**config.mk**
```make
export PLATFORM = sky130hd
export DESIGN_NAME = smhs_ctrl
export DESIGN_NICKNAME = d
export VERILOG_FILES = /design/src/hdl/smhs_pkg.sv /design/src/hdl/smhs_ctrl.sv
export SDC_FILE = /design/constraint.sdc
export NUM_CORES = 1
export LEC_CHECK = 0
export BUFFER_PORTS_ARGS = -buffer_cell sky130_fd_sc_hd__buf_2
export CELL_PAD_IN_SITES_DETAIL_PLACEMENT = 1
export CELL_PAD_IN_SITES_GLOBAL_PLACEMENT = 1
export CORE_AREA = 3 3 40 42
export DETAILED_ROUTE_END_ITERATION = 8
export DIE_AREA = 0 0 43 45
export PLACE_DENSITY_LB_ADDON = 0.1
export SYNTH_ARGS = -nofsm -noshare
export SYNTH_HDL_FRONTEND = slang
export SYNTH_SLANG_ARGS = --single-unit
```
**constraint.sdc**
```tcl
create_clock -name clock -period 1.6 [get_ports clock]
set_input_delay 0.16 -clock clock [delete_from_list [all_inputs] [get_ports clock]]
set_output_delay 0.16 -clock clock [all_outputs]
set_load 0.03 [all_outputs]
```
**src/hdl/smhs_pkg.sv**
```systemverilog
`timescale 1ns / 1ps
// ----------------------------------------------------------------------------
// smhs_pkg: shared types and constants of the half-step stepper mover
// Field widths, the half-step coil table, controller states, and the
// command and status bundles between controller and datapath.
// ----------------------------------------------------------------------------
package smhs_pkg;

   // Beat field widths
   localparam int ANGLE_W  = 10;
   localparam int RPM_W    = 4;
   localparam int COIL_W   = 4;
   localparam int PHASE_W  = 3;
   localparam int PHCNT_W  = 4;
   localparam int SEQ_W    = 11;
   localparam int PERIOD_W = 16;

   // Divider: 16-bit dividends, one quotient bit per cycle
   localparam int DIV_W     = 16;
   localparam int DIV_CNT_W = 4;
   // 0.703125 degrees per sequence: seqs = floor(angle * 64 / 45),
   // taken as floor(angle * 93207 / 2^16), exact for every 10-bit angle
   localparam int              SEQ_PROD_W      = 27;
   localparam logic [16:0]     SEQ_RECIP       = 17'd93207;
   localparam int              SEQ_RECIP_SHIFT = 16;

   localparam logic [PHASE_W-1:0] PHASE_FIRST_CW  = 3'd7;
   localparam logic [PHASE_W-1:0] PHASE_FIRST_ACW = 3'd0;
   localparam logic [PHCNT_W-1:0] PHASES_PER_SEQ = 4'd7;

   // Request function codes
   localparam logic FUNC_START = 1'b0;
   localparam logic FUNC_TICK  = 1'b1;

   // Direction codes
   localparam logic DIR_CW  = 1'b0;
   localparam logic DIR_ACW = 1'b1;

   typedef enum logic [1:0] {
      ST_IDLE,
      ST_DIVIDE,
      ST_FINISH
   } ctrl_state_type;

   typedef struct packed {
      logic capture;      // latch start operands, clear divider
      logic div_step;     // one restoring divide step
      logic finish_start; // commit a start, load response
      logic do_tick;      // apply one tick, load response
      logic reject;       // start while busy, load response
   } ctrl_cmd_type;

   typedef struct packed {
      logic busy;
      logic div_last;
      logic out_full;
      logic rsp_ready;
   } dpath_status_type;

   // Half-step coil pattern, bit0 IN1 .. bit3 IN4
   function automatic logic [COIL_W-1:0] half_pattern(input logic [PHASE_W-1:0] ph);
      logic [COIL_W-1:0] pat;
      case (ph)
         3'd0:    pat = 4'h1;
         3'd1:    pat = 4'h3;
         3'd2:    pat = 4'h2;
         3'd3:    pat = 4'h6;
         3'd4:    pat = 4'h4;
         3'd5:    pat = 4'hC;
         3'd6:    pat = 4'h8;
         3'd7:    pat = 4'h9;
         default: pat = 4'h0;
      endcase
      return pat;
   endfunction

endpackage

```
**src/hdl/smhs_ctrl.sv**
```systemverilog
`timescale 1ns / 1ps
// ----------------------------------------------------------------------------
// smhs_ctrl: sequencing controller
// Takes request beats, runs the divider for a start, and issues the
// commands that update the motion state and load the response register.
// ----------------------------------------------------------------------------
module smhs_ctrl import smhs_pkg::*; (
   input  logic             clock,
   input  logic             reset,
   input  logic             req_valid,
   input  logic             req_func,
   input  dpath_status_type status,
   output logic             req_ready,
   output ctrl_cmd_type     cmd
);

   ctrl_state_type state_ff, state_in;

   // State register
   always_ff @(posedge clock) begin
      if (reset) begin
         state_ff <= ST_IDLE;
      end else begin
         state_ff <= state_in;
      end
   end

   // Next state and commands
   always_comb begin
      state_in  = state_ff;
      cmd       = '0;
      req_ready = 1'b0;
      case (state_ff)
         ST_IDLE: begin
            // response slot must be free or draining this cycle
            req_ready = !status.out_full || status.rsp_ready;
            if (req_valid && req_ready) begin
               if (req_func == FUNC_TICK) begin
                  cmd.do_tick = 1'b1;
               end else if (status.busy) begin
                  cmd.reject = 1'b1;
               end else begin
                  cmd.capture = 1'b1;
                  state_in    = ST_DIVIDE;
               end
            end
         end
         ST_DIVIDE: begin
            cmd.div_step = 1'b1;
            if (status.div_last) begin
               state_in = ST_FINISH;
            end
         end
         ST_FINISH: begin
            cmd.finish_start = 1'b1;
            state_in         = ST_IDLE;
         end
         default: begin
            state_in = ST_IDLE;
         end
      endcase
   end

endmodule

```
* Word level (Yosys, flattened, before mapping)
Cells that the tools add are included.
Cells by class: multiplexer cells 17, reduce and logical (&&, ||, !) cells 5, eq/ne operators 6
Operators with widths (number):
- 2-to-1 mux 2 bit | 6
- 2-to-1 mux 1 bit | 10
- != test 2 bit, second input constant | 4
- case mux 2 bit (2 select lines) | 1
- AND reduction 4 bit | 1
- equality test 2 x 1 -> 1 bit, second input constant | 1
- equality test 2 bit, second input constant | 1
- zero test 2 bit | 1
- logical AND 1 bit | 1
- zero test 1 bit | 1
- logical OR 1 bit | 1
Storage, ports and cells: output and inout port bits 6, logic and storage cells 29, register bits 2, bits of input ports 8

* Longest topological paths before layout
Gate-level depths: netlist (run 1).
word-level depth 5, depth in mapped cells 2, depth with buffers taken out 2

* Worst setup path after synthesis (run 1)
No wires, ideal clock.
path kind reg2out, from reg state_ff[1], to out cmd[4] in the netlist's numbering, slack -0.218 ns, arrival time 1.658 ns, cell stages (with the launch flop) 3, required time 1.440 ns, buffers on the path 0, path through dfxtp_1 -> or2_1 -> nor4b_1
RTL lines:
- start, declared | RTL line smhs_ctrl.sv:17 | ctrl_state_type state_ff, state_in;
- start signal, assigned | RTL line smhs_ctrl.sv:24 | state_ff <= state_in;
- end, declared | RTL line smhs_ctrl.sv:14 | output ctrl_cmd_type cmd

==> results of run 1 <==
per-stage QoR:
| stage | hold slack (ns) | instance area (sq um) | instances | util |
|---|---|---|---|---|
| final | 0.205 | 280 | 48 | 0.218 |
| after global routing | 0.215 | 280 | 48 | 0.218 |
| after detailed placement | 0.435 | 250 | 45 | 0.195 |
| after CTS | 0.200 | 273 | 48 | 0.212 |
| after global placement | 0.423 | 250 | 45 | 0.195 |
| after floorplan | 0.324 | 174 | 18 | - |
placed cells by master, fill, tap and decap left out:
cell      synthesis  final
buf_2             0     11
inv_1             1      1
dfxtp_1           2      2
nor2b_1           3      3
clkbuf_4          0      3
or4b_1            2      2
nand2b_1          1      1
nor4_2            0      1
o31ai_2           1      1
or2_4             0      1
nor2_1            2      2
nor4b_2           0      2
buf_4             1      2
and3b_1           1      1
routing by layer:
metal | vias up | part of all wire
li1 | 95 | -
met1 | 74 | 0.43
met2 | 15 | 0.37
met3 | 4 | 0.15
met4 | 0 | 0.043
met5 | - | 0
kinds of logic after synthesis:
logic type / after synthesis / synth area share
AOI/OAI and AO/OA: 1 / 0.0806
buffers and inverters: 2 / 0.0726
DFF: 2 / 0.258
and+or+nand+nor: 13 / 0.589
where the power goes:
| part | internal (mW) | switching [mW] |
|---|---|---|
| clock network | 0.0828 | 0.0291 |
| registers | 0.0515 | 0.000950 |
| logic | 0.0206 | 0.0298 |
timing repair:
action	in CTS	in global routing
hold buffers	0	0
setup endpoints to repair	0	2
buffers inserted	0	0
resized for setup	0	3
cell usage after synthesis, drive strengths merged:
cell type,number,area share
and3b,1,0.056
buf,1,0.048
dfxtp,2,0.26
inv,1,0.024
nand2b,1,0.040
nor2,2,0.048
nor2b,3,0.12
nor4,1,0.040
nor4b,2,0.11
o31ai,1,0.081
or2,1,0.040
or4b,2,0.13
cell type report:
| class | count | area [sq um] |
|---|---|---|
| multi-input combinational | 14 | 125 |
| timing repair buffer | 13 | 70.1 |
| clock buffer | 3 | 22.5 |
| fill | 166 | 1000 |
| inverter | 1 | 3.75 |
| sequential | 2 | 40.0 |
| tap | 15 | 18.8 |
worst paths after layout:
path | from | end | cells past startpoint
worst max register to register | state_ff[1] | state_ff[0] | 2
worst min register to register | state_ff[1] | state_ff[0] | 2
worst max-delay path | state_ff[1] | cmd[0] | 3
worst min-delay path | status[2] | state_ff[1] | 2
critical path: stages (launching register included):
cell     delay (ns)
dfxtp_1        0.31
or2_4          0.29
nor4_2         0.27
buf_4          0.20
==> flow_summary.ini, run 1 <==
[finish]
nNetsFinal = 43
largest_register_ff_count = 2
area_growth_pct = 80.6
drive_above_1_share = 0.636
top_regs = state_ff (2)
diodes = 0
regMostFlops = state_ff

[global_routing]
use_met1 = 0.0694
use_met2 = 0.0868
antenna_found_initial = 0
grt_pass1_wl_microns = 834
overflow = 0
grt_max_degree = 6
grt_busiest_layer = met4
met3_usage = 0.0279
grt_pass1_vias = 203
grtUsageTotal = 0.0664

[critical_path]
critPathLaunchType = register
endpoint_kind = primary output
worstPathRequired_ns = 1.44
path_class = register to primary output
cp_max_fo = 5
r2r_slack_ns = 0.59
worst_ep_arrival_time_ns = 1.30

[cts]
h-tree-depth = 1
cts_max_path_buffers = 2
cts_root_buf = clkbuf_4
cts_tree = yes
cts_sinks = 2
clock_latency_ns = 0.22
cts_made_buffers = 3
clk_transition_reported_paths_ns = 0.03

[route]
viasPerCell = 3.92
drtAntennaViolNets = 0
wl_per_cell_microns = 10.5
drc_errors = 0
dr.pass1.iters = 1
wirelength_microns = 506
num_vias = 188
drtIter0Drc = 0

[floorplanning]
dieArea_sq_mm = 0.00194
dieHeight_microns = 45
start_util = 0.121
pin_count = 14
core_sq_mm = 0.00128
dieWidth_microns = 43
rows = 13

[place]
dp_slack_ns = 0.288
dpl.hpwl_microns = 402
port_buffers = 13
place_congestion = 0.590

[synth]
ys_warn_count = 0
syn_area_sq_um = 155
yosysSeqAreaShare = 0.258
syn_avg_cell_area_sq_um = 8.62
ys_types = 12
synthesis.nets = 26
syn_inst = 18
synth-seq-cells = 2

[sta]
worst_slew_pin_slew_ns = 0.481
drv_slew = 0
fin_crit_ns = 1.46
setup_slack_ns = 0.140
fmax_mhz = 685
clock_skew_ns = 0.00222
slew-limit-headroom = 0.679
timing.final.crit_share = 0.913
setup_viol = 0
finalHoldViolCount = 0
rsz0062_at_grt = no
tns_ns = 0

[pwr]
powerDensity_mw_per_mm2 = 766
leakage_nw = 0.137
ir_drop_v = 0.000154
power_uw = 215

[worst_hold_path]
hold_class = input pin to register

[run_status]
status = finished, final reports clean

[job]
maxCapViolations = 0
(Power assumes the default switching activity.)
==> inputs of run 2 (changes only) <==
==> constraint.sdc (replaced) <==
create_clock -name clock -period 1.6 [get_ports clock]
set_input_delay 0.08 -clock clock [delete_from_list [all_inputs] [get_ports clock]]
set_output_delay 0.08 -clock clock [all_outputs]
set_load 0.03 [all_outputs]
==> run 2 against run 1 <==
Against the previous run:
- via count is 1.1% higher
- clock skew did not move
- sequential cell count is the same
- first-iteration DRC count did not move
- die area did not move
- power fell by 1.0%
- setup slack better by 0.0014 ns
==> flow_summary.ini, run 2 (synthesized netlist as in run 1, its figures left out) <==
[run_status]
status = finished, final reports clean

[critical_path]
r2r_slack_ns = 0.60
endpoint_kind = primary output
worst_ep_arrival_time_ns = 1.38
cpPeakStageDelay_ns = 0.32
cp_max_fo = 5
reg2reg_depth = 2
crit_slowest_cell = or2_1
path_buf_inv = 1
critPathLaunchType = register
path_class = register to primary output
r2r-end = state_ff[0]
path_delay_family = simple AND/OR/NAND/NOR gates
path_cells = or2_1, nor4_2, buf_2
rr_startpoint = state_ff[1]
worstPathRequired_ns = 1.52

[cts]
cts_root_buf = clkbuf_4
h-tree-depth = 1
cts_tree = yes
hold_buffers = 0
cts_resized = 0
cts_made_buffers = 3
clk_transition_reported_paths_ns = 0.03
cts_sinks = 2
post-cts-setup-buffer-count = 0
cts_max_path_buffers = 2
clock_latency_ns = 0.22

[global_routing]
grt_pass1_vias = 203
overflow = 0
grt_max_degree = 6
grt_pass1_wl_microns = 834
grtUsageTotal = 0.0664
antenna_found_initial = 0

[sta]
clock_skew_ns = 0.00222
tns_ns = 0
fin_crit_ns = 1.46
setup_viol = 0
drv_slew = 0
rsz0062_at_grt = no
finalHoldViolCount = 0
fmax_mhz = 685
timing.final.crit_share = 0.912
slew-limit-headroom = 0.678
worst_slew_pin_slew_ns = 0.481

[place]
dp_cells = 45
place_congestion = 0.590
port_buffers = 13
dpl.hpwl_microns = 402

[route]
drtIter0Drc = 0
viasPerCell = 3.96
drtAntennaViolNets = 0
drc_errors = 0
dr.pass1.iters = 1
num_vias = 190
wirelength_microns = 501
wl_per_cell_microns = 10.4

[pwr]
seqPwrFrac = 0.246
pwr-share-clk = 0.526
ir_drop_v = 0.000147
switching_power_uw = 59.5
powerDensity_mw_per_mm2 = 779
power_uw = 212
combPwrFrac = 0.227
intPower_uw = 153
leakage_nw = 0.137
switching_share = 0.280

[finish]
final_cell_mix = 13 x buf_2, 3 x nor2b_1, 3 x clkbuf_4
largest_register_ff_count = 2
final_util = 0.212
regMostFlops = state_ff
stdcell_count = 48
drive_above_1_share = 0.606
top_regs = state_ff (2)
area_growth_pct = 75.8
final_common_cell = buf_2
diodes = 0
nNetsFinal = 43

[floorplanning]
dieWidth_microns = 43
dieHeight_microns = 45
dieArea_sq_mm = 0.00194
rows = 13
core_sq_mm = 0.00128
start_util = 0.121
pin_count = 14

[worst_hold_path]
min_to = state_ff[1]
hold_class = input pin to register
worstHoldStart = status[2]
holdPathStages = 2

[job]
maxCapViolations = 0
## run 2: final cells by class
class	count	area, sq um
clock buffer	3	22.5
sequential	2	40.0
multi-input combinational	14	123
timing repair buffer	13	65.1
tap	15	18.8
inverter	1	3.75
fill	168	1010
## run 2: power groups by stage
stage          sequential, mW  combinational, mW  clock, mW
5_1_grt                0.0526             0.0530      0.125
4_1_cts                0.0523             0.0493      0.121
3_5_place_dp           0.0530             0.0493          0
3_3_place_gp           0.0532             0.0485          0
6_report               0.0523             0.0483      0.112
2_1_floorplan          0.0527             0.0315          0
## run 2: per-layer routing
layer | share of wire | vias to the layer above | GRT usage
li1 | - | 96 | -
met1 | 0.43 | 75 | 0.0694
met2 | 0.38 | 15 | 0.0868
met3 | 0.15 | 4 | 0.0279
met4 | 0.044 | 0 | 0.0904
met5 | 0 | - | 0
## run 2: through the flow
stage                     hold slack [ns]  instance area, sq um  worst slack, ns
final                               0.125                   273            0.141
after global routing                0.135                   273           0.0537
after CTS                           0.120                   273            0.110
after detailed placement            0.355                   250            0.368
after global placement              0.343                   250            0.382
after floorplan                     0.244                   174            0.248
## run 2: worst max path at each step
stage / from / to / slack [ns] / cells after the start
floorplan: state_ff[1] / cmd[4] / 0.25 / 2
global placement: state_ff[1] / cmd[4] / 0.38 / 3
detailed placement: state_ff[1] / cmd[0] / 0.37 / 3
CTS: state_ff[1] / cmd[0] / 0.11 / 3
global route: state_ff[1] / cmd[0] / 0.05 / 3
finish: state_ff[1] / cmd[0] / 0.14 / 3
==> inputs of run 3 (changes only) <==
==> constraint.sdc (replaced) <==
create_clock -name clock -period 1.6 [get_ports clock]
set_input_delay 0 -clock clock [delete_from_list [all_inputs] [get_ports clock]]
set_output_delay 0 -clock clock [all_outputs]
set_load 0.03 [all_outputs]
==> run 3 against run 2 <==
Against the previous run:
- final cell count unchanged
- sequential share of layout area up 0.34 points
- first-iteration DRC count rose by 1
- routed wire length increased by 1.0%
- sequential cell count unchanged
- power is 1.7% lower
- worst hold slack got worse by 0.085 ns
==> flow_summary.ini, run 3 (synthesized netlist as in run 1, its figures left out) <==
[finish]
diodes = 0
drive_above_1_share = 0.576
area_growth_pct = 71.8
final_common_cell = buf_2
nNetsFinal = 43
regMostFlops = state_ff
largest_register_ff_count = 2
fill_cells = 169
register_area_sq_um = 40.0
stdcell_count = 48
final_cell_mix = 13 x buf_2, 3 x nor2b_1, 3 x clkbuf_4
multi_input_area_sq_um = 116
stdcell_area_sq_um = 267
top_regs = state_ff (2)

[global_routing]
overflow = 0
grtUsageTotal = 0.0672
grt_pass1_vias = 196
grt_pass1_wl_microns = 876
grt_max_degree = 6
antenna_found_initial = 0

[cts]
clk_transition_reported_paths_ns = 0.03
cts_resized = 0
cts_max_path_buffers = 2
cts_sinks = 2
h-tree-depth = 1
clock_latency_ns = 0.22
cts_tree = yes
post-cts-setup-buffer-count = 0
cts_made_buffers = 3
hold_buffers = 0
cts_root_buf = clkbuf_4

[route]
wirelength_microns = 506
drc_errors = 0
drtIter0Drc = 1
wl_per_cell_microns = 10.5
viasPerCell = 4.06
num_vias = 195
dr.pass1.iters = 2
drtAntennaViolNets = 0

[place]
dp_cells = 45
port_buffers = 13
placedInstanceArea_sq_um = 244
dpl.hpwl_microns = 421
place_congestion = 0.564

[critical_path]
endpoint_kind = primary output
critPathLaunch = state_ff[1]
cp_max_fo = 5
path_cells = or2_1, nor4_1, buf_2
path_class = register to primary output
critPathLaunchType = register
crit_slowest_cell = dfxtp_1
worst_ep_arrival_time_ns = 1.38
cpPeakStageDelay_ns = 0.32
rr_startpoint = state_ff[1]
worstPathRequired_ns = 1.60

[sta]
worst_slew_pin_slew_ns = 0.430
fin_crit_ns = 1.38
slew-limit-headroom = 0.713
rsz0062_at_grt = no
clock_skew_ns = 0.000761
finalHoldViolCount = 0
drv_slew = 0
fmax_mhz = 726
setup_viol = 0
timing.final.crit_share = 0.861

[floorplanning]
start_util = 0.121
dieWidth_microns = 43
core_sq_mm = 0.00128
dieHeight_microns = 45
pin_count = 14
dieArea_sq_mm = 0.00194
rows = 13

[pwr]
powerDensity_mw_per_mm2 = 783
power_uw = 209
leakage_nw = 0.136
ir_drop_v = 0.000188

[worst_hold_path]
hold_class = input pin to register
worstHoldStart = status[2]

[job]
maxCapViolations = 0

[run_status]
status = finished, final reports clean
run 3: cell type report:
| class | count | area share |
|---|---|---|
| Clock buffer | 3 | 0.0845 |
| Inverter | 1 | 0.0141 |
| Tap cell | 15 | 0.0704 |
| Timing Repair Buffer | 13 | 0.244 |
| Sequential cell | 2 | 0.150 |
| Multi-Input combinational cell | 14 | 0.437 |
run 3: worst max-delay path, delay by kind of cell, from the launching register on:
family / cells / cell delay, ns
buf+inv: 1 / 0.24
simple gates: 2 / 0.60
flops: 1 / 0.32
run 3: final timing paths:
kind | end | slack, ns | cells after the start
worst max-delay path | cmd[0] | 0.22 | 3
worst min-delay path | state_ff[1] | 0.04 | 2
worst max register to register | state_ff[0] | 0.58 | 2
worst min register to register | state_ff[0] | 0.60 | 2
run 3: metrics by stage:
stage	TNS, ns	utilization	hold WS [ns]	setup WS, ns
floorplan	-0.00204	-	0.164	-0.00204
global placement	0	0.190	0.259	0.481
detailed placement	0	0.190	0.264	0.453
CTS	0	0.207	0.0284	0.200
global route	0	0.207	0.0521	0.0807
finish	0	0.207	0.0393	0.223
run 3: power by group:
part           switching, mW  internal, mW  leakage, nW
registers           0.000916        0.0515       0.0162
clock network         0.0269        0.0825       0.0138
logic                 0.0287        0.0183        0.106
run 3: metal layers:
layer  vias to the layer above  global-route usage  part of all wire
met3                         2              0.0558              0.14
met4                         0              0.0542            0.0099
met2                        10              0.0808              0.45
met5                         -                   0                 0
met1                        88              0.0740              0.40
li1                         95                   -                 -
