$ cat src/hdl/smhs_pkg.sv
`timescale 1ns / 1ps
// ----------------------------------------------------------------------------
// smhs_pkg: shared types and constants of the half-step stepper mover
// Field widths, the half-step coil table, controller states, and the
// command and status bundles between controller and datapath.
// ----------------------------------------------------------------------------
package smhs_pkg;

   // Beat field widths
   localparam int ANGLE_W  = 10;
   localparam int RPM_W    = 4;
   localparam int COIL_W   = 4;
   localparam int PHASE_W  = 3;
   localparam int PHCNT_W  = 4;
   localparam int SEQ_W    = 11;
   localparam int PERIOD_W = 16;

   // Divider: 16-bit dividends, one quotient bit per cycle
   localparam int DIV_W     = 16;
   localparam int DIV_CNT_W = 4;
   // 0.703125 degrees per sequence: seqs = floor(angle * 64 / 45),
   // taken as floor(angle * 93207 / 2^16), exact for every 10-bit angle
   localparam int              SEQ_PROD_W      = 27;
   localparam logic [16:0]     SEQ_RECIP       = 17'd93207;
   localparam int              SEQ_RECIP_SHIFT = 16;

   localparam logic [PHASE_W-1:0] PHASE_FIRST_CW  = 3'd7;
   localparam logic [PHASE_W-1:0] PHASE_FIRST_ACW = 3'd0;
   localparam logic [PHCNT_W-1:0] PHASES_PER_SEQ = 4'd7;

   // Request function codes
   localparam logic FUNC_START = 1'b0;
   localparam logic FUNC_TICK  = 1'b1;

   // Direction codes
   localparam logic DIR_CW  = 1'b0;
   localparam logic DIR_ACW = 1'b1;

   typedef enum logic [1:0] {
      ST_IDLE,
      ST_DIVIDE,
      ST_FINISH
   } ctrl_state_type;

   typedef struct packed {
      logic capture;      // latch start operands, clear divider
      logic div_step;     // one restoring divide step
      logic finish_start; // commit a start, load response
      logic do_tick;      // apply one tick, load response
      logic reject;       // start while busy, load response
   } ctrl_cmd_type;

   typedef struct packed {
      logic busy;
      logic div_last;
      logic out_full;
      logic rsp_ready;
   } dpath_status_type;

   // Half-step coil pattern, bit0 IN1 .. bit3 IN4
   function automatic logic [COIL_W-1:0] half_pattern(input logic [PHASE_W-1:0] ph);
      logic [COIL_W-1:0] pat;
      case (ph)
         3'd0:    pat = 4'h1;
         3'd1:    pat = 4'h3;
         3'd2:    pat = 4'h2;
         3'd3:    pat = 4'h6;
         3'd4:    pat = 4'h4;
         3'd5:    pat = 4'hC;
         3'd6:    pat = 4'h8;
         3'd7:    pat = 4'h9;
         default: pat = 4'h0;
      endcase
      return pat;
   endfunction

endpackage

$ cat src/hdl/smhs_dpath.sv
`timescale 1ns / 1ps
// ----------------------------------------------------------------------------
// smhs_dpath: motion datapath
// A restoring divider for the step period, a reciprocal multiply for the
// sequence count, the phase/hold counters, the coil register and the
// response register.
// ----------------------------------------------------------------------------
module smhs_dpath import smhs_pkg::*; #(
   parameter logic [PERIOD_W-1:0] PERIOD_BASE = 16'd14648
) (
   input  logic               clock,
   input  logic               reset,
   input  ctrl_cmd_type       cmd,
   input  logic [ANGLE_W-1:0] req_angle_deg,
   input  logic               req_turn_dir,
   input  logic [RPM_W-1:0]   req_speed_rpm,
   input  logic               rsp_ready,
   output dpath_status_type   status,
   output logic               rsp_valid,
   output logic [COIL_W-1:0]  rsp_coil_pattern,
   output logic               rsp_busy_res,
   output logic               rsp_move_done,
   output logic               rsp_start_rejected
);

   // Divider registers
   logic [DIV_W-1:0]     pq_ff, pq_in;     // period dividend / quotient
   logic [RPM_W-1:0]     pr_ff, pr_in;     // period remainder
   logic [RPM_W-1:0]     pd_ff, pd_in;     // rpm divisor
   logic [SEQ_W-1:0]     sq_ff, sq_in;     // sequence count of pending start
   logic [DIV_CNT_W-1:0] cnt_ff, cnt_in;
   logic                 ndir_ff, ndir_in; // direction of pending start

   // Motion state
   logic [COIL_W-1:0]   coil_ff, coil_in;
   logic [PHASE_W-1:0]  phase_ff, phase_in;
   logic [PHCNT_W-1:0]  phleft_ff, phleft_in;
   logic [SEQ_W-1:0]    seqs_ff, seqs_in;
   logic [PERIOD_W-1:0] period_ff, period_in;
   logic [PERIOD_W-1:0] wait_ff, wait_in;
   logic                dir_ff, dir_in;
   logic                busy_ff, busy_in;

   // Response register
   logic                out_valid_ff, out_valid_in;
   logic [COIL_W-1:0]   out_coil_ff, out_coil_in;
   logic                out_busy_ff, out_busy_in;
   logic                out_done_ff, out_done_in;
   logic                out_rej_ff, out_rej_in;

   logic [RPM_W:0]       p_sh, p_diff;
   logic                 p_ge;
   logic [SEQ_PROD_W-1:0] seq_prod;
   logic                 done;
   logic [PHASE_W-1:0]   first_ph;
   logic [PHASE_W-1:0]   drive_ph;
   logic                 drive;

   // Restoring divide step for the period
   assign p_sh   = {pr_ff, pq_ff[DIV_W-1]};
   assign p_ge   = p_sh >= {1'b0, pd_ff};
   assign p_diff = p_sh - {1'b0, pd_ff};

   // Sequence count by reciprocal multiply
   assign seq_prod = SEQ_PROD_W'(req_angle_deg) * SEQ_PROD_W'(SEQ_RECIP);

   always_comb begin
      pq_in   = pq_ff;
      pr_in   = pr_ff;
      pd_in   = pd_ff;
      sq_in   = sq_ff;
      cnt_in  = cnt_ff;
      ndir_in = ndir_ff;
      if (cmd.capture) begin
         pq_in   = PERIOD_BASE;
         pr_in   = '0;
         pd_in   = (req_speed_rpm == '0) ? RPM_W'(1) : req_speed_rpm;
         sq_in   = seq_prod[SEQ_RECIP_SHIFT +: SEQ_W];
         cnt_in  = '0;
         ndir_in = req_turn_dir;
      end else if (cmd.div_step) begin
         pq_in  = {pq_ff[DIV_W-2:0], p_ge};
         pr_in  = p_ge ? p_diff[RPM_W-1:0] : p_sh[RPM_W-1:0];
         cnt_in = cnt_ff + DIV_CNT_W'(1);
      end
   end

   // Motion update for a committed start or a tick
   always_comb begin
      coil_in   = coil_ff;
      phase_in  = phase_ff;
      phleft_in = phleft_ff;
      seqs_in   = seqs_ff;
      period_in = period_ff;
      wait_in   = wait_ff;
      dir_in    = dir_ff;
      busy_in   = busy_ff;
      done      = 1'b0;
      drive     = 1'b0;
      drive_ph  = phase_ff;
      first_ph  = (dir_ff == DIR_ACW) ? PHASE_FIRST_ACW : PHASE_FIRST_CW;
      if (cmd.finish_start) begin
         if (sq_ff == '0) begin
            // zero-length move finishes at once
            done = 1'b1;
         end else begin
            period_in = pq_ff;
            dir_in    = ndir_ff;
            seqs_in   = sq_ff;
            phleft_in = PHASES_PER_SEQ;
            busy_in   = 1'b1;
            drive     = 1'b1;
            drive_ph  = (ndir_ff == DIR_ACW) ? PHASE_FIRST_ACW : PHASE_FIRST_CW;
         end
      end else if (cmd.do_tick && busy_ff) begin
         if (wait_ff > PERIOD_W'(1)) begin
            wait_in = wait_ff - PERIOD_W'(1);
         end else if (phleft_ff != '0) begin
            phleft_in = phleft_ff - PHCNT_W'(1);
            drive     = 1'b1;
            drive_ph  = (dir_ff == DIR_ACW) ? phase_ff + PHASE_W'(1)
                                            : phase_ff - PHASE_W'(1);
         end else if (seqs_ff > SEQ_W'(1)) begin
            seqs_in   = seqs_ff - SEQ_W'(1);
            phleft_in = PHASES_PER_SEQ;
            drive     = 1'b1;
            drive_ph  = first_ph;
         end else begin
            seqs_in = '0;
            wait_in = '0;
            busy_in = 1'b0;
            done    = 1'b1;
         end
      end
      if (drive) begin
         phase_in = drive_ph;
         coil_in  = half_pattern(drive_ph);
         wait_in  = period_in;
      end
   end

   // Response register: loaded with the state after the beat
   always_comb begin
      out_valid_in = out_valid_ff;
      out_coil_in  = out_coil_ff;
      out_busy_in  = out_busy_ff;
      out_done_in  = out_done_ff;
      out_rej_in   = out_rej_ff;
      if (cmd.finish_start || cmd.do_tick || cmd.reject) begin
         out_valid_in = 1'b1;
         out_coil_in  = coil_in;
         out_busy_in  = busy_in;
         out_done_in  = done;
         out_rej_in   = cmd.reject;
      end else if (rsp_ready) begin
         out_valid_in = 1'b0;
      end
   end

   // Control and motion registers
   always_ff @(posedge clock) begin
      if (reset) begin
         coil_ff      <= '0;
         phase_ff     <= '0;
         phleft_ff    <= '0;
         seqs_ff      <= '0;
         period_ff    <= '0;
         wait_ff      <= '0;
         dir_ff       <= DIR_CW;
         busy_ff      <= 1'b0;
         cnt_ff       <= '0;
         out_valid_ff <= 1'b0;
      end else begin
         coil_ff      <= coil_in;
         phase_ff     <= phase_in;
         phleft_ff    <= phleft_in;
         seqs_ff      <= seqs_in;
         period_ff    <= period_in;
         wait_ff      <= wait_in;
         dir_ff       <= dir_in;
         busy_ff      <= busy_in;
         cnt_ff       <= cnt_in;
         out_valid_ff <= out_valid_in;
      end
   end

   // Payload registers
   always_ff @(posedge clock) begin
      pq_ff       <= pq_in;
      pr_ff       <= pr_in;
      pd_ff       <= pd_in;
      sq_ff       <= sq_in;
      ndir_ff     <= ndir_in;
      out_coil_ff <= out_coil_in;
      out_busy_ff <= out_busy_in;
      out_done_ff <= out_done_in;
      out_rej_ff  <= out_rej_in;
   end

   assign status.busy      = busy_ff;
   assign status.div_last  = (cnt_ff == DIV_CNT_W'(DIV_W - 1));
   assign status.out_full  = out_valid_ff;
   assign status.rsp_ready = rsp_ready;

   assign rsp_valid          = out_valid_ff;
   assign rsp_coil_pattern   = out_coil_ff;
   assign rsp_busy_res       = out_busy_ff;
   assign rsp_move_done      = out_done_ff;
   assign rsp_start_rejected = out_rej_ff;

endmodule

$ cat config.mk
export PLATFORM = sky130hd
export DESIGN_NAME = smhs_dpath
export DESIGN_NICKNAME = d
export VERILOG_FILES = /design/src/hdl/smhs_pkg.sv /design/src/hdl/smhs_dpath.sv
export SDC_FILE = /design/constraint.sdc
export NUM_CORES = 1
export LEC_CHECK = 0
export BUFFER_PORTS_ARGS = -buffer_cell sky130_fd_sc_hd__buf_2
export CAP_MARGIN = 20
export CORE_ASPECT_RATIO = 1.2
export CORE_MARGIN = 5
export CORE_UTILIZATION = 45
export CTS_CLUSTER_DIAMETER = 50
export DETAILED_ROUTE_END_ITERATION = 16
export PLACE_DENSITY_LB_ADDON = 0.05
export RECOVER_POWER = 100
export SLEW_MARGIN = 20
export SYNTH_ARGS = -nofsm -noshare
export SYNTH_HDL_FRONTEND = slang
export SYNTH_SLANG_ARGS = --single-unit
$ cat constraint.sdc
create_clock -name clock -period 7.1 [get_ports clock]
set_clock_uncertainty 0.1 [all_clocks]
set_input_delay 1.42 -clock clock [delete_from_list [all_inputs] [get_ports clock]]
set_output_delay 1.42 -clock clock [all_outputs]
set_load 0.02 [all_outputs]
-- Word-level counts from Yosys, hierarchy flattened
Memories as Yosys holds them, arrays and structs flattened.
Index checks and enable logic that the tools add are counted.
- bitwise logic cells: 1
- muxes and demuxes: 51
- reduce and logical (&&, ||, !) cells: 15
- magnitude comparators: 3
- equality and inequality tests: 7
- $add $sub $neg: 7
- multiply operators: 1
- operators by type and width (cell ; number):
    $mux W16 ; 8
    $mux W11 ; 6
    $mux W4 ; 8
    $mul A10 B17 Y27 const B ; 1
    $mux W3 ; 9
    $mux W1 ; 20
    $gt A16 B1 Y1 const B ; 1
    $sub A16 B1 Y16 const B ; 1
    $reduce_and A4 Y1 ; 3
    $gt A11 B1 Y1 const B ; 1
    $logic_not A11 Y1 ; 1
    $sub A11 B1 Y11 const B ; 1
    $ne A2 B2 Y1 const B ; 3
    $ne A3 B3 Y1 const B ; 2
    $reduce_bool A2 Y1 ; 3
    $ge A5 B4 Y1 ; 1
    $add A4 B1 Y4 const B ; 1
    $eq A4 B4 Y1 const B ; 1
    $logic_not A4 Y1 ; 1
    $reduce_bool A4 Y1 ; 1
    $sub A4 B1 Y4 const B ; 1
    $sub A4 B4 Y4 ; 1
    $add A3 B1 Y3 const B ; 1
    $reduce_bool A3 Y1 ; 1
    other kinds (7) ; 8
- bits of input ports: 23
- output and inout port bits: 12
- memories: 1
- register bits: 104
- memory bits (read-only): 32
- word-level logic and storage cells: 105
- memories (memory ; words ; width ; rd ports ; clocked after Yosys merged registers in ; write ports ; RTL line ; text):
    (name not given) ; 8 ; 4 ; 1 ; 0 ; 0 ; smhs_pkg.sv:63 ; case (ph)

-- Longest topological paths before layout
Gate-level depths: netlist of the first run.
- depth in word-level cells: 8
- mapped depth: 17
- gate-level depth less buffers: 17

-- Least setup slack after synthesis of the first run
No wires, ideal clock.
- path kind: input to register
- from: input req_angle_deg[7]
- to: register sq_ff[10] (data pin)
- slack: 1.720 ns
- data required time: 6.740 ns
- setup time: 0.260 ns
- data arrival time: 5.020 ns
- stages: 15
- path buffers: 0
- path through: fa_1 > inv_1 > fa_1 > inv_1 > fa_1 > ha_1 > fa_1 > ha_1 > o21a_1 > o211ai_1 > a41oi_1 > o2111ai_1 > a31o_2 > o21ai_0 > xnor2_1
- cells in the longest elaborated chain, start to end: 1
- ends and longest elaborated chain (element ; RTL line ; text):
    start, declared ; smhs_dpath.sv:14 ; input logic [ANGLE_W-1:0] req_angle_deg,
    $mul A10 B17 Y27 ; smhs_dpath.sv:65 ; assign seq_prod = SEQ_PROD_W'(req_angle_deg) * SEQ_PROD_W'(SEQ_RECIP);
    net seq_prod[26] ; smhs_dpath.sv:53 ; logic [SEQ_PROD_W-1:0] seq_prod;
    end signal, assigned ; smhs_dpath.sv:192 ; sq_ff <= sq_in;
    end, declared ; smhs_dpath.sv:30 ; logic [SEQ_W-1:0] sq_ff, sq_in;
The timed path passes the listed nets, and every way through them passes these cells.
A chain may end at the register's enable or synchronous reset.

-- Final worst setup path of the first run
- from: input cmd[2] (netlist bit)
- to: register out_coil_ff[0], in the netlist rsp_coil_pattern[0] (data pin)
- cells in the longest elaborated chain, start to end: 3
- elaborated cells on any way between the ends: 4
- classes of those cells: mux: 3; memory: 1
- ends and longest elaborated chain (element ; RTL line ; text):
    start, declared ; smhs_dpath.sv:13 ; input ctrl_cmd_type cmd,
    $mux W3 ; smhs_dpath.sv:102 ; if (cmd.finish_start) begin
    $mem_v2 Z8 W4 ; - ;
    $mux W4 (*) ; smhs_dpath.sv:135 ; if (drive) begin
    net coil_in[0] ; smhs_dpath.sv:35 ; logic [COIL_W-1:0] coil_ff, coil_in;
    end signal, assigned ; smhs_dpath.sv:194 ; out_coil_ff <= out_coil_in;
    end, declared ; smhs_dpath.sv:46 ; logic [COIL_W-1:0] out_coil_ff, out_coil_in;
The timed path passes the listed nets; every way through them passes the cells marked *.

==> metrics, run 1 <==
status complete, but fails checks; violated checks capacitance limit, slew limit; Die Span Y 152.9 um; #FFs+latches synth 104; RR Startpoint seqs_ff[1]$_SDFFE_PP0P_; Setup TNS 0 ns; cell depth of the worst hold path 2; fmax 168.7 MHz; post-synthesis sequential area ratio 0.3020; Longest Clk Path Bufs 2; Least-Margin Pin Slew 2.995 ns; DRC violations left 0; Synth warnings 0; CP arrival 5.93 ns; clk_lat worst skew 0.36 ns; Top Metal Used met4; Gate Count Post-Synth 844; Final Max Slew Viols 130; die area 19730 sq um; P_int 1.408 mW; placed insts 1065; setup violators final 0; Met2 Wirelength 9004 um; First-pass DRT Iterations 4; Max Cap Viol 4; IO Port Bufs 34; IO Count 35; Std-Cell Rows 52; TritonCTS sink count 104; CTS Buf Count 9; detailed placement HPWL 13640 um; synth unique cells 72; Initial Util 0.4561; Placeable Area 16790 sq um; Async SR Flop Fraction 0; first-pass GRT wire length 29760 um; final core utilization 0.4896; Slowest Stage Delay on Critical Path 2.48 ns; Placer Congestion 0.8702; Net Switching 0.9102 mW; Req. time, crit path 7.10 ns; WS Path Type in2reg; Tot GR Track Use 0.1848; Leakage 3.635 nW; Comb power frac 0.459; grt total ovfl 0; Syn Std Cell Area 7656 sq um; nets 1019; wire per inst 16.26 um; H-tree depth 3; die width 129.1 um; Syn-to-layout area delta 7.354%; Avg Cell Area, Syn 9.071 sq um; Final Critical Period 5.927 ns; share of layout cells above drive strength 1 0.06243; DRT iter0 DRCs 367; post-CTS sizing 0; maximum net fanout on the critical path 21; number of flops mapped to enable cells by yosys 23; flop2flop setup slack 2.44 ns; overall via count from detail_route 5992; unrepaired setup endpoints after global routing no; initial antenna violation count 0; root buffer cell clkbuf_16; hold-fix buffers at CTS 0; cell with the most instances after synthesis ha_1; FILL cells 1647; clock share of power 0.210; Syn Nets 1003; power density cells 282.0 nW/um^2; fin crit share 0.8348; worst hold path type reg2reg; CTS tree yes; placement-stage cell area 7996 sq um; Routed Antenna Nets 0; Worst VDD drop 0.1247 mV; vias in the first global route 6180; CP startpoint kind input pin; Hold EP period_ff[11]$_SDFF_PP0_; dominant cell type by area after synthesis dfxtp_1; Design Area, Final 8219 sq um; FF-to-FF path depth 8; final WL 17580 um; switching share of power 0.3927; hold path startpoint period_ff[11]$_SDFF_PP0_; Synth top area share 0.2118; metal3 WL 533 um; Critical-path top delay cell a2111oi_1; Setup crit end kind flip-flop; postcts setup bufs 0; top_reg_cell synth dfxtp_1; part of the power in registers 0.331; diode count 0; top post-synthesis cells by area dfxtp_1, ha_1, fa_1; wl on met1 7756 um; Non-Filler Instances 1081; critical-path cell list clkbuf_1 -> inv_1 -> nand3_1 -> a2111oi_1 -> nor2_2 -> a211oi_1 -> nor2_1; Final Hold Viols 0; pin count of the biggest net entering global routing 62; Clock transition at path regs 0.07 ns; final hold slack 0.3580 ns; commonest cells in the netlist ha_1, inv_1, nand2_1; r2r endpoint rsp_coil_pattern[0]$_DFFE_PP_; Rel. slew slack -1.002; via/cell ratio 5.543
## power groups by stage
stage | clock, mW | combinational [mW] | sequential, mW
floorplan | 0 | 0.823 | 0.768
global placement | 0 | 1.06 | 0.779
detailed placement | 0 | 1.07 | 0.780
CTS | 0.502 | 1.08 | 0.767
global route | 0.525 | 1.22 | 0.779
finish | 0.487 | 1.06 | 0.768
## how the worst max path moves through the flow
| stage | startpoint | to | slack, ns | cells after the start |
|---|---|---|---|---|
| 6_report | cmd[2] | rsp_coil_pattern[0]$_DFFE_PP_ | 1.17 | 7 |
| 5_1_grt | cmd[2] | phleft_ff[3]$_SDFFE_PP0P_ | 0.81 | 8 |
| 4_1_cts | req_angle_deg[7] | sq_ff[10]$_DFFE_PP_ | 1.61 | 16 |
| 3_5_place_dp | req_angle_deg[7] | sq_ff[10]$_DFFE_PP_ | 1.24 | 16 |
| 3_3_place_gp | req_angle_deg[2] | sq_ff[10]$_DFFE_PP_ | 1.31 | 16 |
| 2_1_floorplan | req_angle_deg[7] | sq_ff[10]$_DFFE_PP_ | 1.72 | 15 |
## cell families after synthesis
logic type	synth area share
AO/OA/AOI/OAI	0.1765
AND/OR/NAND/NOR	0.1571
XOR/XNOR	0.02174
flip-flops	0.3020
buffers and inverters	0.06096
adder cells (fa/ha/maj)	0.2634
multiplexers	0.01830
## cell type report
cell class | instances | area (sq um) | share of cell area
Multi-Input combinational cell | 619 | 4850 | 0.5900
Sequential cell | 104 | 2312 | 0.2813
Inverter | 88 | 330.3 | 0.04019
Tap cell | 216 | 270.3 | 0.03288
Clock buffer | 9 | 225.2 | 0.02740
Timing Repair Buffer | 38 | 170.2 | 0.02070
Clock inverter | 7 | 61.31 | 0.007459
## cell usage in the layout, fill, tap and decap left out, types with 20 or more instances in the layout
master,synthesis,layout
a21oi_1,62,62
clkbuf_1,25,20
dfxtp_1,81,81
edfxtp_1,23,23
fa_1,42,42
ha_1,94,94
inv_1,88,88
nand2_1,83,83
nor2_1,67,67
nor3_1,25,25
o21ai_0,31,32
## registers in the layout (all words and copies together), names as in the netlist, 11 cells and up
register,count
sq_ff,11
period_ff,16
seqs_ff,11
wait_ff,16
pq_ff,16
## per-layer routing
metal  GRT usage  vias up
met5           0        -
met3     0.02827       23
met4     0.05953        0
met1      0.2269     2871
met2      0.3281      107
li1            -     2991
## stage by stage
stage	power, mW	setup WS (ns)
after floorplan	1.591	1.720
after global placement	1.839	1.314
after detailed placement	1.846	1.235
after CTS	2.351	1.609
after global routing	2.522	0.8076
final	2.318	1.173
## critical path, delay by kind of cell
family                 cells  cell delay, ns
AO/OA/AOI/OAI              2            2.89
buffers and inverters      2            0.75
AND/OR/NAND/NOR            3            0.86
(Power assumes the default switching activity.)
==> inputs of run 2 (changes only) <==
clock period = 5.4 ns   (was 7.1 ns; I/O delays follow)
==> metrics, run 2 (synthesis gave the netlist of run 1 again) <==
status complete, but fails checks; violated checks capacitance limit, slew limit; Initial Util 0.4561; Crit. Startpoint cmd[2]; diode count 0; Max Cap Viol 4; CTS tree yes; GRT met2 Usage 0.3253; First-pass DRT Iterations 5; IO Count 35; detailed placement HPWL 13740 um; die area 19730 sq um; RR Startpoint wait_ff[9]$_SDFFE_PP0P_; PnR Total Power 3.177 mW; critical-path cell list clkbuf_1 -> inv_1 -> nand3_1 -> a2111oi_0 -> clkbuf_1 -> or2_2 -> o31ai_1 -> a21oi_1 -> nor2_1; met1 usage 0.2282; Least-Margin Pin Slew 2.014 ns; Critical-path top delay cell a2111oi_0; power density cells 379.8 nW/um^2; postcts setup bufs 0; crit path capture rsp_coil_pattern[2]$_DFFE_PP_; first-pass GRT wire length 29930 um; share of layout cells above drive strength 1 0.07928; Slowest Stage Delay on Critical Path 1.74 ns; nets 1037; Setup crit end kind flip-flop; CP Buf/Inv Count 3; most frequent cells in the layout ha_1, inv_1, nand2_1; IO Port Bufs 34; WS Path Type in2reg; fmax 196.3 MHz; Tot GR Track Use 0.1862; vias in the first global route 6207; Final Critical Period 5.094 ns; DRC violations left 0; DRT iter0 DRCs 409; TritonCTS sink count 104; post-CTS sizing 0; Rel. slew slack -0.3774; Leakage 3.728 nW; crit-path leading delay family compound AO/OA/AOI/OAI gates; die width 129.1 um; initial antenna violation count 0; root buffer cell clkbuf_16; grt total ovfl 0; CTS Buf Count 9; CP arrival 5.12 ns; Placer Congestion 0.9709; Syn-to-layout area delta 9.234%; unrepaired setup endpoints after global routing no; Final Max Slew Viols 120; hold-fix buffers at CTS 0; overall via count from detail_route 6145; final core utilization 0.4982; r2r endpoint rsp_coil_pattern[2]$_DFFE_PP_; met3 usage 0.03455; flop2flop setup slack 1.19 ns; number of cells on the critical path 9; Clock transition at path regs 0.08 ns; maximum net fanout on the critical path 21; Worst VDD drop 0.1740 mV; placed insts 1083; Placeable Area 16790 sq um; Std-Cell Rows 52; Routed Antenna Nets 0; H-tree depth 3; most common cell after layout, fill and taps aside ha_1; FF-to-FF path depth 8; Longest Clk Path Bufs 2; final hold slack 0.3582 ns; clk_lat worst skew 0.37 ns; GRT Max-Usage Layer met2; Non-Filler Instances 1099; Req. time, crit path 5.42 ns; Final Hold Viols 0; setup violators final 0; CP startpoint kind input pin; most used cell, CP clkbuf_1; via/cell ratio 5.591; worst hold path type reg2reg; fin crit share 0.9434; Die Span Y 152.9 um; biggest regs period_ff x16, pq_ff x16, wait_ff x16; final WL 17710 um; wire per inst 16.11 um; pin count of the biggest net entering global routing 62
[run 2: per-layer routing]
| layer | vias to the layer above | wire length (um) | share of wire |
|---|---|---|---|
| met4 | 0 | 400 | 0.023 |
| met1 | 2920 | 7511 | 0.42 |
| met5 | - | 0 | 0 |
| met2 | 156 | 9082 | 0.51 |
| li1 | 3042 | - | - |
| met3 | 27 | 716 | 0.040 |
[run 2: cell type report]
class,instances,area (sq um)
Multi-Input combinational cell,619,4835
Clock inverter,7,91.34
Fill cell,1654,8423
Timing Repair Buffer,56,299.0
Clock buffer,9,225.2
Inverter,88,330.3
Tap cell,216,270.3
Sequential cell,104,2312
[run 2: tightest hold or removal path, delay by kind of cell (launching register included)]
kind            cells  cell delay, ns
flops               1            0.31
simple gates        1            0.05
compound gates      1            0.05
[run 2: through the flow]
step / setup TNS (ns) / area (sq um) / worst slack, ns
6_report: 0 / 8363 / 0.3058
3_3_place_gp: -0.01024 / 8132 / -0.01024
2_1_floorplan: 0 / 7656 / 0.3604
4_1_cts: 0 / 8448 / 0.3125
5_1_grt: 0 / 8363 / 0.03550
3_5_place_dp: -0.1079 / 8132 / -0.07401
[run 2: worst min-delay path by stage]
stage	start	end	depth (start not counted)
global placement	period_ff[11]$_SDFF_PP0_	period_ff[11]$_SDFF_PP0_	2
finish	period_ff[14]$_SDFF_PP0_	period_ff[14]$_SDFF_PP0_	2
detailed placement	period_ff[14]$_SDFF_PP0_	period_ff[14]$_SDFF_PP0_	2
floorplan	period_ff[1]$_SDFF_PP0_	period_ff[1]$_SDFF_PP0_	2
CTS	period_ff[14]$_SDFF_PP0_	period_ff[14]$_SDFF_PP0_	2
global route	period_ff[3]$_SDFF_PP0_	period_ff[3]$_SDFF_PP0_	2
[run 2: report_power, final]
part / internal (mW) / switching [mW]
clock network: 0.336 / 0.345
registers: 0.935 / 0.0751
logic: 0.661 / 0.824
total: 1.93 / 1.24
==> inputs of run 3 (changes only) <==
CORE_ASPECT_RATIO = not set   (was 1.2)
CTS_CLUSTER_SIZE = 25   (was not set)
==> metrics, run 3 (synthesis gave the netlist of run 1 again) <==
RR Startpoint seqs_ff[1]$_SDFFE_PP0P_; Critical-path top delay cell fa_1; part of the power in registers 0.323; Leakage 3.694 nW; worst hold path type reg2reg; Setup crit end kind flip-flop; dpl ws -0.08851 ns; Req. time, crit path 5.39 ns; vias in the first global route 6014; Longest Clk Path Bufs 2; slack of the critical path 0.3301 ns; fmax 197.2 MHz; Setup TNS 0 ns; P_int 1.908 mW; Final Critical Period 5.070 ns; most frequent cells in the layout ha_1, inv_1, nand2_1; Clock transition at path regs 0.08 ns; Least-Margin Pin Slew 2.033 ns; Std-Cell Rows 47; Tot GR Track Use 0.1803; hold path startpoint period_ff[15]$_SDFF_PP0_; WS Path Type in2reg; IO Port Bufs 34; overall via count from detail_route 6028; TritonCTS sink count 104; DRT iter0 DRCs 388; Routed Antenna Nets 0; violated checks capacitance limit, slew limit; unrepaired setup endpoints after global routing no; power density cells 376.2 nW/um^2; status complete, but fails checks; initial antenna violation count 0; root buffer cell clkbuf_16; Slowest Stage Delay on Critical Path 0.54 ns; H-tree depth 3; Rel. slew slack -0.3550; CTS tree yes; IO Count 35; critical-path cell list clkbuf_1 -> ha_1 -> fa_1 -> ha_1 -> fa_1 -> inv_1 -> fa_1 -> inv_1 -> ha_1 -> nand2_1 -> a211o_1 -> nor2b_1 -> a31o_2 -> o21ai_0 -> xnor2_1; Syn-to-layout area delta 8.547%; Placeable Area 16640 sq um; diode count 0; Final Max Slew Viols 42; nets 1031; wire per inst 15.84 um; CP arrival 5.06 ns; clock share of power 0.207; fin crit share 0.9389; biggest regs period_ff x16, pq_ff x16, wait_ff x16; most common cell after layout, fill and taps aside ha_1; maximum net fanout on the critical path 5; clk_lat worst skew 0.35 ns; setup violators final 0; detailed placement HPWL 13360 um; CTS Buf Count 9; die area 19720 sq um; CP startpoint kind input pin; switching share of power 0.3898; Die Span Y 140.4 um; Crit. Startpoint req_angle_deg[5]; Worst VDD drop 0.1548 mV; Initial Util 0.4600; postcts setup bufs 0; Final Hold Viols 0; final WL 17380 um; pin count of the biggest net entering global routing 62; First-pass DRT Iterations 5; via/cell ratio 5.495; die width 140.4 um; final core utilization 0.4994; placed insts 1081; Net Switching 1.219 mW; Non-Filler Instances 1097; share of layout cells above drive strength 1 0.07184; first-pass GRT wire length 29610 um; DRC violations left 0; grt total ovfl 0; Comb power frac 0.470; Placer Congestion 0.9161; Max Cap Viol 2
run 3: cell count changes in the layout (fill, tap and decap cells not counted), sizes merged:
cell,delta
buf,-5
clkbuf,-1
run 3: metrics by stage:
| step | total power [mW] | cell area (sq um) | hold slack [ns] |
|---|---|---|---|
| 2_1_floorplan | 2.092 | 7656 | 0.3365 |
| 3_3_place_gp | 2.467 | 8092 | 0.3442 |
| 3_5_place_dp | 2.485 | 8092 | 0.3480 |
| 4_1_cts | 3.161 | 8388 | 0.3598 |
| 5_1_grt | 3.407 | 8310 | 0.3799 |
| 6_report | 3.126 | 8310 | 0.3597 |
run 3: final timing paths:
kind,endpoint,slack (ns),depth (start not counted)
setup reg to reg,rsp_coil_pattern[0]$_DFFE_PP_,1.48,9
setup / recovery,sq_ff[10]$_DFFE_PP_,0.33,15
hold / removal,period_ff[15]$_SDFF_PP0_,0.36,2
hold reg to reg,period_ff[15]$_SDFF_PP0_,0.36,2
run 3: cell type report:
cell class | count | area, sq um
clock buffer | 9 | 225.2
tap | 220 | 275.3
inverter | 88 | 330.3
clock inverter | 7 | 71.32
sequential | 104 | 2312
multi-input combinational | 619 | 4840
fill | 1620 | 8332
timing repair buffer | 50 | 256.5
run 3: timing repair:
item,CTS,global route
resized for setup,0,1
hold buffers,0,0
hold endpoints to repair,0,0
endpoints found under the setup margin,0,1
run 3: critical path, delay by kind of cell:
kind	cells	cell delay [ns]
buf+inv	3	0.42
simple gates	2	0.23
xor+xnor	1	0.09
compound gates	3	0.80
fa+ha+maj	6	2.44
run 3: power by group through the flow:
stage | registers, mW | clock network, mW | logic [mW]
detailed placement | 1.03 | 0 | 1.46
global placement | 1.02 | 0 | 1.44
CTS | 1.01 | 0.670 | 1.48
floorplan | 1.01 | 0 | 1.08
finish | 1.01 | 0.647 | 1.47
global route | 1.02 | 0.706 | 1.68
run 3: layer usage:
layer  routed length, um  vias up  GRT usage
li1                    -     3025          -
met1                8340     2859     0.2466
met2                8125      126     0.2971
met3                 633       18    0.02795
met4                 275        0    0.04997
met5                   0        -          0
